[src/hw/rtl/phm_pkg.sv]
// shared types, codes and constants of the parallel io handshake master
// no dependencies; imported by every module of the block
`default_nettype none

package phm_pkg;

  // default transmit buffer depth
  localparam int unsigned FRAME_BYTES_DEF = 256;

  // configuration register indexes and reset values
  localparam logic       CFG_HS_TIMEOUT   = 1'b0;
  localparam logic       CFG_SYNC_RETRIES = 1'b1;
  localparam logic [15:0] HS_TIMEOUT_RST   = 16'd2000;
  localparam logic [7:0]  SYNC_RETRIES_RST = 8'd10;

  // link bytes
  localparam logic [7:0] CMD_RESYNC    = 8'h5a;
  localparam logic [7:0] SYNC_ACK_BYTE = 8'h07;
  localparam logic [7:0] CMD_XFER      = 8'h01;
  localparam logic [7:0] BYTE_NULL     = 8'h00;

  // wait counter saturation
  localparam logic [15:0] WAIT_MAX = 16'hffff;

  // item actions
  localparam logic [2:0] ACT_POLL   = 3'd0;
  localparam logic [2:0] ACT_RESYNC = 3'd1;
  localparam logic [2:0] ACT_READ   = 3'd2;
  localparam logic [2:0] ACT_WRITE  = 3'd3;
  localparam logic [2:0] ACT_STORE  = 3'd4;

  // completion status
  localparam logic [1:0] STATUS_OK        = 2'd0;
  localparam logic [1:0] STATUS_NO_DATA   = 2'd1;
  localparam logic [1:0] STATUS_SYNC_FAIL = 2'd2;

  typedef enum logic [3:0] {
    PH_IDLE    = 4'd0,
    PH_RS_SEND = 4'd1,
    PH_RS_NULL = 4'd2,
    PH_RS_ACK  = 4'd3,
    PH_RS_TAIL = 4'd4,
    PH_RD_LEN  = 4'd5,
    PH_RD_DATA = 4'd6,
    PH_RD_TAIL = 4'd7,
    PH_WR_LEN  = 4'd8,
    PH_WR_DATA = 4'd9,
    PH_WR_END  = 4'd10,
    PH_WR_TAIL = 4'd11
  } phase_e;

  typedef struct packed {
    logic [2:0] action;
    logic       hs_level;
    logic       clock_tick;
    logic [7:0] bus_in;
    logic [7:0] tx_byte;
    logic [7:0] tx_index;
    logic [7:0] write_length;
  } item_t;

  typedef struct packed {
    logic [7:0] bus_out;
    logic       bus_write;
    logic [7:0] rx_byte;
    logic       rx_valid;
    logic [7:0] rx_index;
    logic [7:0] frame_length;
    logic       done_res;
    logic [1:0] status;
    logic       busy_res;
  } result_t;

  typedef struct packed {
    logic [15:0] hs_timeout;
    logic [7:0]  sync_retries;
  } cfg_t;

  typedef struct packed {
    logic       we;
    logic [7:0] addr;
    logic [7:0] data;
  } buf_wr_t;

endpackage

`default_nettype wire

[src/hw/rtl/parallel_io_handshake_master_top.sv]
// top level of the parallel io handshake master: stream ports, config registers,
// input and result registers; depends on phm_pkg, phm_txbuf and phm_ctrl
`default_nettype none

// channel   | direction | handshake                     | payload
// ----------+-----------+-------------------------------+------------------------------
// s_axis    | in        | s_axis_tvalid / s_axis_tready | tuser action, tdata step fields
// m_axis    | out       | m_axis_tvalid / m_axis_tready | tdata result fields
// cfg       | in        | cfg_we_i (no back-pressure)   | cfg_addr_i, cfg_wdata_i
//
// one item per cycle sustained while m_axis_tready holds high; an item lands in
// the input register when accepted and its result is registered when the sequencer
// steps; the rate is set by the phase register, which takes one step per item
// rst_ni clears control state and config to 2000 ticks and 10 retries; the
// transmit buffer is not cleared and reads as garbage until stored
// m_axis_tready low holds the result and the input register; s_axis keeps taking
// an item while the input register is empty

module parallel_io_handshake_master_top #(
  parameter int unsigned FRAME_BYTES = phm_pkg::FRAME_BYTES_DEF
) (
  input  wire         clk_i,
  input  wire         rst_ni,
  // input items
  input  wire         s_axis_tvalid,
  output logic        s_axis_tready,
  // [0] hs_level, [1] clock_tick, [9:2] bus_in, [17:10] tx_byte,
  // [25:18] tx_index, [33:26] write_length, [39:34] zero
  input  wire [39:0]  s_axis_tdata,
  // [2:0] action
  input  wire [2:0]   s_axis_tuser,
  // result items
  output logic        m_axis_tvalid,
  input  wire         m_axis_tready,
  // [7:0] bus_out, [8] bus_write, [16:9] rx_byte, [17] rx_valid,
  // [25:18] rx_index, [33:26] frame_length, [34] done_res, [36:35] status,
  // [37] busy_res, [39:38] zero
  output logic [39:0] m_axis_tdata,
  // configuration writes
  input  wire         cfg_we_i,
  input  wire         cfg_addr_i,
  input  wire [15:0]  cfg_wdata_i
);
  import phm_pkg::*;

  localparam int unsigned AW = $clog2(FRAME_BYTES);

  // config registers
  cfg_t cfg_q;

  always_ff @(posedge clk_i or negedge rst_ni) begin
    if (!rst_ni) begin
      cfg_q.hs_timeout   <= HS_TIMEOUT_RST;
      cfg_q.sync_retries <= SYNC_RETRIES_RST;
    end else if (cfg_we_i) begin
      case (cfg_addr_i)
        CFG_HS_TIMEOUT:   cfg_q.hs_timeout   <= cfg_wdata_i;
        CFG_SYNC_RETRIES: cfg_q.sync_retries <= cfg_wdata_i[7:0];
        default: ;
      endcase
    end
  end

  // pipeline control: the step moves when the result register is free
  logic    in_valid_q;
  item_t   in_q;
  logic    out_valid_q;
  result_t res_q;
  result_t res_d;
  logic    advance, step, in_take;

  assign advance       = !out_valid_q || m_axis_tready;
  assign step          = in_valid_q && advance;
  assign s_axis_tready = !in_valid_q || advance;
  assign in_take       = s_axis_tvalid && s_axis_tready;

  always_ff @(posedge clk_i or negedge rst_ni) begin
    if (!rst_ni) begin
      in_valid_q  <= 1'b0;
      out_valid_q <= 1'b0;
    end else begin
      if (in_take) begin
        in_valid_q <= 1'b1;
      end else if (step) begin
        in_valid_q <= 1'b0;
      end
      if (step) begin
        out_valid_q <= 1'b1;
      end else if (m_axis_tready) begin
        out_valid_q <= 1'b0;
      end
    end
  end

  // payload registers
  always_ff @(posedge clk_i) begin
    if (in_take) begin
      in_q.action       <= s_axis_tuser;
      in_q.hs_level     <= s_axis_tdata[0];
      in_q.clock_tick   <= s_axis_tdata[1];
      in_q.bus_in       <= s_axis_tdata[9:2];
      in_q.tx_byte      <= s_axis_tdata[17:10];
      in_q.tx_index     <= s_axis_tdata[25:18];
      in_q.write_length <= s_axis_tdata[33:26];
    end
    if (step) begin
      res_q <= res_d;
    end
  end

  // sequencer and transmit buffer
  buf_wr_t       buf_wr;
  logic [AW-1:0] rd_addr;
  logic [7:0]    rd_data;

  phm_ctrl #(
    .FRAME_BYTES (FRAME_BYTES)
  ) u_ctrl (
    .clk_i     (clk_i),
    .rst_ni    (rst_ni),
    .step_i    (step),
    .item_i    (in_q),
    .cfg_i     (cfg_q),
    .rd_data_i (rd_data),
    .rd_addr_o (rd_addr),
    .buf_wr_o  (buf_wr),
    .res_o     (res_d)
  );

  phm_txbuf #(
    .DEPTH (FRAME_BYTES)
  ) u_txbuf (
    .clk_i     (clk_i),
    .wr_i      (buf_wr),
    .rd_addr_i (rd_addr),
    .rd_data_o (rd_data)
  );

  // result packing
  assign m_axis_tvalid = out_valid_q;
  assign m_axis_tdata  = {2'b00, res_q.busy_res, res_q.status, res_q.done_res,
                          res_q.frame_length, res_q.rx_index, res_q.rx_valid,
                          res_q.rx_byte, res_q.bus_write, res_q.bus_out};

  // a finished sequence never reports itself as still running
  assert property (@(posedge clk_i) disable iff (!rst_ni)
    (m_axis_tvalid && res_q.done_res) |-> !res_q.busy_res)
    else $error("done result with busy set");

  // a step never drives the bus and delivers a received byte at once
  assert property (@(posedge clk_i) disable iff (!rst_ni)
    m_axis_tvalid |-> !(res_q.bus_write && res_q.rx_valid))
    else $error("bus write and rx byte in one result");

  // every step leaves a result waiting
  assert property (@(posedge clk_i) disable iff (!rst_ni)
    step |=> m_axis_tvalid)
    else $error("step without a result");

endmodule

`default_nettype wire

[src/hw/rtl/phm_txbuf.sv]
// transmit byte buffer, one write and one registered read port
// depends on phm_pkg for the write request struct
`default_nettype none

module phm_txbuf #(
  parameter int unsigned DEPTH = phm_pkg::FRAME_BYTES_DEF
) (
  input  wire                      clk_i,
  input  wire phm_pkg::buf_wr_t    wr_i,
  input  wire [$clog2(DEPTH)-1:0]  rd_addr_i,
  output logic [7:0]               rd_data_o
);
  import phm_pkg::*;

  localparam int unsigned AW = $clog2(DEPTH);

  logic [7:0] mem_q [DEPTH];

  always_ff @(posedge clk_i) begin
    if (wr_i.we) begin
      mem_q[wr_i.addr[AW-1:0]] <= wr_i.data;
    end
    rd_data_o <= mem_q[rd_addr_i];
  end

endmodule

`default_nettype wire

[src/hw/rtl/phm_ctrl.sv]
// sequencer: phase register, handshake wait counter and per-item result logic
// depends on phm_pkg; reads the transmit buffer through phm_txbuf
`default_nettype none

module phm_ctrl #(
  parameter int unsigned FRAME_BYTES = phm_pkg::FRAME_BYTES_DEF
) (
  input  wire                            clk_i,
  input  wire                            rst_ni,
  input  wire                            step_i,
  input  wire phm_pkg::item_t            item_i,
  input  wire phm_pkg::cfg_t             cfg_i,
  input  wire [7:0]                      rd_data_i,
  output logic [$clog2(FRAME_BYTES)-1:0] rd_addr_o,
  output phm_pkg::buf_wr_t               buf_wr_o,
  output phm_pkg::result_t               res_o
);
  import phm_pkg::*;

  localparam int unsigned AW = $clog2(FRAME_BYTES);
  localparam logic [8:0]  FrameLim = 9'(FRAME_BYTES);

  phase_e      phase_q, phase_d;
  logic [15:0] wait_q, wait_d, wait_inc;
  logic [7:0]  retry_q, retry_d, retry_inc;
  logic [7:0]  count_q, count_d, count_inc;
  logic [7:0]  len_q, len_d, wlen_clamped;
  logic        hs_done, retry_fail;

  // handshake wait: count a tick first, then compare
  assign wait_inc   = (item_i.clock_tick && (wait_q != WAIT_MAX)) ? wait_q + 16'd1 : wait_q;
  assign hs_done    = !item_i.hs_level || (wait_inc >= cfg_i.hs_timeout);
  assign retry_inc  = retry_q + 8'd1;
  assign retry_fail = retry_inc >= cfg_i.sync_retries;
  assign count_inc  = count_q + 8'd1;
  assign wlen_clamped = ({1'b0, item_i.write_length} > FrameLim) ? FrameLim[7:0]
                                                                : item_i.write_length;

  // next state
  always_comb begin
    phase_d = phase_q;
    retry_d = retry_q;
    count_d = count_q;
    len_d   = len_q;
    wait_d  = ((phase_q == PH_IDLE) || hs_done) ? 16'd0 : wait_inc;
    case (phase_q)
      PH_RS_SEND: if (hs_done) phase_d = PH_RS_NULL;
      PH_RS_NULL: if (hs_done) phase_d = PH_RS_ACK;
      PH_RS_ACK: begin
        if (hs_done) begin
          if (item_i.bus_in == SYNC_ACK_BYTE) begin
            phase_d = PH_RS_TAIL;
          end else begin
            retry_d = retry_inc;
            phase_d = retry_fail ? PH_IDLE : PH_RS_SEND;
          end
        end
      end
      PH_RS_TAIL: if (hs_done) phase_d = PH_IDLE;
      PH_RD_LEN: begin
        if (hs_done) begin
          len_d   = item_i.bus_in;
          count_d = 8'd0;
          phase_d = (item_i.bus_in == 8'd0) ? PH_RD_TAIL : PH_RD_DATA;
        end
      end
      PH_RD_DATA: begin
        if (hs_done) begin
          count_d = count_inc;
          if (count_inc >= len_q) phase_d = PH_RD_TAIL;
        end
      end
      PH_RD_TAIL: if (hs_done) phase_d = PH_IDLE;
      PH_WR_LEN: begin
        if (hs_done) begin
          count_d = 8'd0;
          phase_d = (len_q == 8'd0) ? PH_WR_END : PH_WR_DATA;
        end
      end
      PH_WR_DATA: begin
        if (hs_done) begin
          count_d = count_inc;
          if (count_inc >= len_q) phase_d = PH_WR_END;
        end
      end
      PH_WR_END:  if (hs_done) phase_d = PH_WR_TAIL;
      PH_WR_TAIL: if (hs_done) phase_d = PH_IDLE;
      default: begin
        phase_d = PH_IDLE;
        case (item_i.action)
          ACT_RESYNC: begin
            retry_d = 8'd0;
            if (cfg_i.sync_retries != 8'd0) phase_d = PH_RS_SEND;
          end
          ACT_READ: begin
            if (!item_i.hs_level && (item_i.bus_in != 8'd0)) begin
              phase_d = PH_RD_LEN;
            end else if (!item_i.hs_level) begin
              len_d   = 8'd0;
              phase_d = PH_RD_TAIL;
            end
          end
          ACT_WRITE: begin
            len_d   = wlen_clamped;
            phase_d = PH_WR_LEN;
          end
          default: ;
        endcase
      end
    endcase
  end

  // result of this item
  always_comb begin
    res_o          = '0;
    res_o.busy_res = (phase_d != PH_IDLE);
    case (phase_q)
      PH_RS_SEND: begin
        if (hs_done) begin
          res_o.bus_out   = CMD_RESYNC;
          res_o.bus_write = 1'b1;
        end
      end
      PH_RS_NULL, PH_WR_END: begin
        if (hs_done) begin
          res_o.bus_out   = BYTE_NULL;
          res_o.bus_write = 1'b1;
        end
      end
      PH_RS_ACK: begin
        if (hs_done && (item_i.bus_in != SYNC_ACK_BYTE) && retry_fail) begin
          res_o.done_res = 1'b1;
          res_o.status   = STATUS_SYNC_FAIL;
        end
      end
      PH_RS_TAIL, PH_WR_TAIL: begin
        if (hs_done) res_o.done_res = 1'b1;
      end
      PH_RD_LEN: ;
      PH_RD_DATA: begin
        if (hs_done) begin
          res_o.rx_byte  = item_i.bus_in;
          res_o.rx_valid = 1'b1;
          res_o.rx_index = count_q;
        end
      end
      PH_RD_TAIL: begin
        if (hs_done) begin
          res_o.done_res     = 1'b1;
          res_o.frame_length = len_q;
          res_o.status       = (len_q == 8'd0) ? STATUS_NO_DATA : STATUS_OK;
        end
      end
      PH_WR_LEN: begin
        if (hs_done) begin
          res_o.bus_out   = len_q;
          res_o.bus_write = 1'b1;
        end
      end
      PH_WR_DATA: begin
        if (hs_done) begin
          res_o.bus_out   = rd_data_i;
          res_o.bus_write = 1'b1;
        end
      end
      default: begin
        case (item_i.action)
          ACT_RESYNC: begin
            if (cfg_i.sync_retries == 8'd0) begin
              res_o.done_res = 1'b1;
              res_o.status   = STATUS_SYNC_FAIL;
            end
          end
          ACT_READ: begin
            if (item_i.hs_level) begin
              res_o.done_res = 1'b1;
              res_o.status   = STATUS_NO_DATA;
            end
          end
          ACT_WRITE: begin
            res_o.bus_out   = CMD_XFER;
            res_o.bus_write = 1'b1;
          end
          default: ;
        endcase
      end
    endcase
  end

  // buffer store while idle, position checked against the depth
  always_comb begin
    buf_wr_o.we   = step_i && (phase_q == PH_IDLE) && (item_i.action == ACT_STORE) &&
                    ({1'b0, item_i.tx_index} < FrameLim);
    buf_wr_o.addr = item_i.tx_index;
    buf_wr_o.data = item_i.tx_byte;
  end

  // read ahead at the count the next item will use
  logic [7:0] count_next;
  assign count_next = step_i ? count_d : count_q;
  assign rd_addr_o  = count_next[AW-1:0];

  always_ff @(posedge clk_i or negedge rst_ni) begin
    if (!rst_ni) begin
      phase_q <= PH_IDLE;
      wait_q  <= 16'd0;
      retry_q <= 8'd0;
      count_q <= 8'd0;
      len_q   <= 8'd0;
    end else if (step_i) begin
      phase_q <= phase_d;
      wait_q  <= wait_d;
      retry_q <= retry_d;
      count_q <= count_d;
      len_q   <= len_d;
    end
  end

endmodule

`default_nettype wire
[config.mk]
export PLATFORM = sky130hd
export DESIGN_NAME = parallel_io_handshake_master_top
export DESIGN_NICKNAME = d
export VERILOG_FILES = /design/src/hw/rtl/phm_pkg.sv /design/src/hw/rtl/parallel_io_handshake_master_top.sv /design/src/hw/rtl/phm_txbuf.sv /design/src/hw/rtl/phm_ctrl.sv
export SDC_FILE = /design/constraint.sdc
export NUM_CORES = 2
export LEC_CHECK = 0
export BUFFER_PORTS_ARGS = -buffer_cell sky130_fd_sc_hd__buf_2
export CAP_MARGIN = 20
export CELL_PAD_IN_SITES_DETAIL_PLACEMENT = 0
export CELL_PAD_IN_SITES_GLOBAL_PLACEMENT = 1
export CORE_UTILIZATION = 52
export CTS_CLUSTER_DIAMETER = 120
export DETAILED_ROUTE_END_ITERATION = 8
export PLACE_DENSITY = 0.8
export SYNTH_ARGS = -nofsm -noshare
export SYNTH_HDL_FRONTEND = slang
export SYNTH_SLANG_ARGS = --single-unit
export TNS_END_PERCENT = 10
[constraint.sdc]
create_clock -name clk_i -period 12.6 [get_ports clk_i]
set_input_delay 0.63 -clock clk_i [delete_from_list [all_inputs] [get_ports clk_i]]
set_output_delay 0.63 -clock clk_i [all_outputs]
set_load 0.005 [all_outputs]
# After elaboration in Yosys (flattened, before gate mapping)
# Memories as Yosys holds them, arrays and structs flattened. A register that Yosys moved wholly into a read port is not among the register bits.
# Cells that the tools add are included.
# totals
wordCells	159
reg_bits	145
n_memories	1
mem_bits_rw	2048
in_bits	65
output_inout_bits	42
# memory_table
memory	words	width	rd	rd_clocked_by_memory_dff	wr	line	source
u_txbuf.mem_q	256	8	1	1	1	phm_txbuf.sv:17	logic [7:0] mem_q [DEPTH];
# op_classes
reduce_logical	42
n_mux	58
n_addsub	3
eq_ne	23
magnitude_cmp	4
n_bitwise	3
# ops
operator	n
8-bit 2-to-1 mux	11
8-bit case mux with 2 select lines	4
4-bit 2-to-1 mux	13
9-bit case mux with 5 select lines	1
4-bit case mux with 9 select lines	1
16-bit 2-to-1 mux	2
9-bit 2-to-1 mux	3
8-bit logical NOT	3
10-bit OR reduction	2
16-bit by 1-bit adder with 16-bit output, second input constant	1
8-bit by 1-bit adder with 8-bit output, second input constant	2
4-bit by 3-bit equality test with 1-bit output, second input constant	4
4-bit equality test, second input constant	4
16-bit >= comparator	1
8-bit >= comparator	2
16-bit != test, second input constant	1
8-bit nonzero test	2
3-bit 2-to-1 mux	5
1-bit 2-to-1 mux	12
4-bit case mux with 3 select lines	1
8-bit by 9-bit > comparator with 1-bit output, second input constant	1
9-bit OR reduction	1
4-bit by 2-bit equality test with 1-bit output, second input constant	2
8-bit by 3-bit equality test with 1-bit output, second input constant	1
other kinds (28)	53

# Logic depth before layout (Yosys ltp)
# logic_depth
depth_word	9
mapped_depth	34
mapped_depth_nobuf	27

# Cells and area by module
# From an unflattened synthesis, not the netlist that was laid out.
# hier_totals
cells_unflattened	4386
hier_area_um2	87009.7
# modules_own_cells
mod	seq_area_each_um2	cells_per_inst	area_per_inst_um2	n_inst
phm_txbuf	61659.1	3733	79556.3	1
phm_ctrl	1101.1	515	4139.0	1
parallel_io_handshake_master_top	2912.8	138	3314.4	1

# Least setup slack after synthesis
# No wires, ideal clock.
# synth_path
path_type	register to register
from	register u_ctrl.wait_q[8]
to	register u_txbuf.rd_data_o[7], read port of u_txbuf.mem_q
t_required_ns	12.518
period_less_slack_ns	6.632
setup_time_ns	0.082
arrival_ns	6.550
setup_slack_ns	5.968
path_buffers	5
stages_incl_launch_ff	33
cell_sequence	dfrtp_1 -> and3_1 -> and3_1 -> nand3_1 -> o31a_1 -> and3_1 -> nand3_1 -> nor2_1 -> xor2_1 -> ha_1 -> and2_0 -> a221o_1 -> a32oi_1 -> nand2_1 -> inv_1 -> clkbuf_1 -> buf_1 -> ha_1 -> or3b_2 -> a21oi_2 -> o21ai_4 -> and2_1 -> buf_6 -> inv_8 -> buf_8 -> buf_6 -> nand2_1 -> a311oi_1 -> a31oi_1 -> a22oi_1 -> a21oi_1 -> or4_1 -> o2111ai_1
# synth_via
elab_chain_len	8
word_cells_on_any_way	10
classes_between	add/sub: 1; order compare: 1; eq/ne: 1; mux: 5; reduce/logical: 2
# synth_lines
element	line	source
start: declaration	phm_ctrl.sv:24	logic [15:0] wait_q, wait_d, wait_inc;
start signal: assignment	phm_ctrl.sv:212	wait_q <= wait_d;
parallel branches: the longest is 2 deep, another holds 16-bit by 1-bit adder with 16-bit output	-	
16-bit 2-to-1 mux *	phm_ctrl.sv:31	assign wait_inc = (item_i.clock_tick && (wait_q != WAIT_MAX)) ? wait_q + 16'd1 : wait_q;
16-bit >= comparator *	phm_ctrl.sv:32	assign hs_done = !item_i.hs_level || (wait_inc >= cfg_i.hs_timeout);
1-bit logical OR *	phm_ctrl.sv:32	
8-bit 2-to-1 mux, on equally long branches	-	
8-bit case mux with 2 select lines *	phm_ctrl.sv:46	case (phase_q)
8-bit 2-to-1 mux *	-	
end: declaration	phm_txbuf.sv:11	output logic [7:0] rd_data_o
# Mark *: on every way between the ends.
# A chain may end at the register's enable or synchronous reset.

# Worst setup path after layout
# layout_path
from	register u_ctrl.wait_q[10]
to	register u_txbuf.rd_data_o[4], read port of u_txbuf.mem_q
# The elaborated chain is that of the path after synthesis.

==> impl_metrics.yaml <==
cts:
  clk_latency_ns: 0.88
  cts_resized: 0
  cts_tree: "built"
  htreeDepth: 4
  cts_buffers: 214
  clk_pin_slew_ns: 0.06
  cts_root_buf: "clkbuf_16"
  clk_path_buf_depth: 3
  clock_sinks: 2201
timing:
  clock.fmax_ghz: 0.0996
  timing.final.hold_violations: 0
  maxSlewHeadroom_pct: 20.5
  setup_viol: 0
  min_period_over_period_pct: 79.7
  period_needed_ns: 10.04
  setup_ws_ns: 2.56
  fin_skew_ns: 0.0624
  finalSetupTns_ns: 0
  worst_pin_slew_ns: 1.18
  drv_slew: 0
  rsz0062_at_grt: "false"
yosys:
  yosys.area.top_type_share_pct: 70.5
  ys_seq_area_share_pct: 72.6
  synthFlopType: "edfxtp_1"
  synth-seq-cells: 2201
  synth_cells: 7000
  synth.distinct_cells: 87
  async_flop_share_pct: 3.18
  yosysWarningCount: 0
  post_synth_main_area_contributors: "edfxtp_1 (70%), nand2_1 (7.5%), nand3_1 (4.1%), a311oi_1 (2.3%), dfrtp_1 (1.7%)"
  yosys.area.top_type: "edfxtp_1"
  syn_area_sq_um: 90400
  synth_edf_count: 2123
  avgSynthCellArea_sq_um: 12.9
floorplanning:
  io_pins: 107
  die_y_microns: 419
  die_w_microns: 419
  start_util_pct: 52.5
  dieArea_sq_um: 176000
  rows: 152
  core-area_sq_um: 172000
worst_setup_path:
  worstSetupStartpoint: "u_ctrl.wait_q[10]"
  rr_endpoint: "u_txbuf.rd_data_o[4]"
  critPathLaunchType: "flip-flop"
  r2r_start: "u_ctrl.wait_q[10]"
  crit_path_max_fanout: 272
  slowest_stage: "inv_1"
  crit_top_cell: "and3_1"
  reg2reg_slack_ns: 2.56
  worstPathArrival_ns: 10.86
  endpoint: "u_txbuf.rd_data_o[4]"
  cp.required_ns: 13.42
  cp-end-kind: "flip-flop"
  slowest_delay_ns: 0.91
  rr_worst_depth: 28
  critPathKind: "reg -> reg"
drt:
  drt-wirelength-per-cell_microns: 27.7
  postRouteAntennaNets: 0
  drcViolationCount: 0
  drt-initial-drc-count: 8776
  vias: 60200
  routed_wl_mm: 263
  vias_per_cell: 6.34
  drt_pre_antenna_iters: 8
global_route:
  track_usage_pct: 29.7
  grt_pass1_wl_mm: 383
  grt_start_max_net_pins: 273
  grt_antenna_before_repair: 11
  grt_pass1_vias: 56600
  overflow: 0
flow_run:
  max_cap_violations: 0
place:
  io_buffers: 98
  hpwlAfterDp_mm: 146
  gp_congestion: 0.884
  dp_worst_setup_slack_ns: 2.85
hold_path:
  min_path_type: "in -> reg"
cells_and_area:
  nFillCells: 13400
  final_layout_size_suffix_gt1_share_pct: 8.26
  syn_to_final_growth_pct: 10.8
  final_nets: 7086
outcome:
  outcome: "complete, no violations"
power:
  vdd_drop_max_mv: 0.186
  p_per_area_nw_per_um2: 204
  p_leak_nw: 34.0
[critical path, delay by kind of cell, from the launching register on]
family,cells,cell delay (ns)
AOI/OAI and AO/OA,11,2.78
adders and majority gates,2,0.65
xor gates and xnor gates,1,0.20
buffers and inverters,3,1.87
DFF,1,0.43
and+or+nand+nor,11,3.83
[synth_stat cells, drive strengths merged (4+ instances only)]
cell     number
nor2        321
dfrtp        62
xor2          8
dfstp         8
o2111ai       4
a21o         17
o21ai        68
inv          48
or3           6
nor2b        10
xnor2        18
a31oi       182
and4          5
and2          8
a21oi        56
nand2      1817
dfxtp         8
and3        242
o211ai        7
buf         369
or4           4
a221oi      172
edfxtp     2123
o31ai        10
nand3       742
nor3         23
clkbuf      154
mux2i         6
mux2          9
a211oi       36
nand4         8
a311oi      236
ha           36
a32oi        23
nor4         11
o22ai         8
a2111oi       6
nor3b         4
a32o         13
a31o          4
a22o          8
nand2b       14
a22oi        38
[layout by cell type, fill, tap and decap left out, types with 45 or more instances in the layout]
master / n
a21oi_1: 55
a221oi_1: 172
a311oi_1: 236
a31oi_1: 182
and3_1: 242
buf_2: 98
buf_4: 117
clkbuf_1: 45
clkbuf_16: 217
clkinv_1: 57
dfrtp_1: 62
dlygate4sd3_1: 55
edfxtp_1: 2123
nand2_1: 1814
nand3_1: 736
nor2_1: 317
o21ai_0: 62
[logic make-up (layout without fill, tap and decap cells)]
kind of cell	Yosys count	in the layout	share of synthesized area (%)
other	1	13	0.00415
multiplexers	16	16	0.203
adder cells (fa/ha/maj)	36	36	0.498
flip-flops	2201	2201	72.6
AND/OR/NAND/NOR	3225	3225	15.4
AO/OA/AOI/OAI	924	924	7.85
XOR/XNOR	26	26	0.252
buffers and inverters	571	738	3.16
[layout make-up]
class                           count  area (sq um)  area share, %
Antenna cell                       11          27.5         0.0275
Clock buffer                      266          5650           5.64
Clock inverter                    133          1320           1.32
Inverter                           48           221          0.221
Multi-Input combinational cell   4229         22000           22.0
Sequential cell                  2201         65700           65.6
Tap cell                         2310          2890           2.89
Timing Repair Buffer              291          2330           2.33
[per-layer routing]
layer / track usage, % / vias to the layer above / routed length [microns]
met2: 45.7 / 3420 / 121000
met1: 41.2 / 30000 / 103000
met4: 11.8 / 14 / 10800
met5: 0.417 / - / 176
li1: - / 26200 / -
met3: 6.58 / 549 / 28200
[where the power goes]
part           internal [mW]  switching, mW  leakage, nW
Sequential              8.12          0.113         20.1
Combinational           1.58           4.24         10.5
Clock                   3.58           2.82         3.39
Total                   13.3           7.17         34.0
[worst min path at each step]
stage                            startpoint                end  depth (start not counted)
after global placement    u_ctrl.retry_q[7]  u_ctrl.retry_q[7]                          2
after CTS                     m_axis_tready         in_valid_q                          4
after global routing          m_axis_tready         in_valid_q                          4
after detailed placement  u_ctrl.retry_q[7]  u_ctrl.retry_q[7]                          2
final                         m_axis_tready         in_valid_q                          4
after floorplan                      rst_ni           cfg_q[0]                          0
[timing repair]
action / 4_1_cts / 5_1_grt
endpoints found under the hold margin: 75 / 0
hold buffers: 55 / 0
setup endpoints to repair: 0 / 0
setup buffers: 0 / 0
[flip-flops by register name (all words and copies together) (netlist names)]
| signal | cells |
|---|---|
| in_q | 37 |
| u_txbuf.mem_q | 2048 |
| u_ctrl.len_q | 8 |
| in_valid_q | 1 |
| m_axis_tvalid | 1 |
| cfg_q | 24 |
| m_axis_tdata | 38 |
| u_ctrl.count_q | 8 |
| u_ctrl.wait_q | 16 |
| u_txbuf.rd_data_o | 8 |
| u_ctrl.phase_q | 4 |
| u_ctrl.retry_q | 8 |
[metrics by stage]
step | util, % | total power [mW] | hold WS [ns] | instance area (sq um) | instances
floorplan | - | 12.1 | 0.334 | 90400 | 7001
finish | 58.2 | 20.4 | 0.113 | 100000 | 9489
global placement | 53.8 | 14.0 | 0.485 | 92500 | 9019
detailed placement | 53.8 | 14.0 | 0.491 | 92500 | 9020
CTS | 58.1 | 20.3 | 0.0308 | 100000 | 9474
global route | 58.2 | 21.1 | 0.118 | 100000 | 9479
Power figures use the tool's default switching activity.
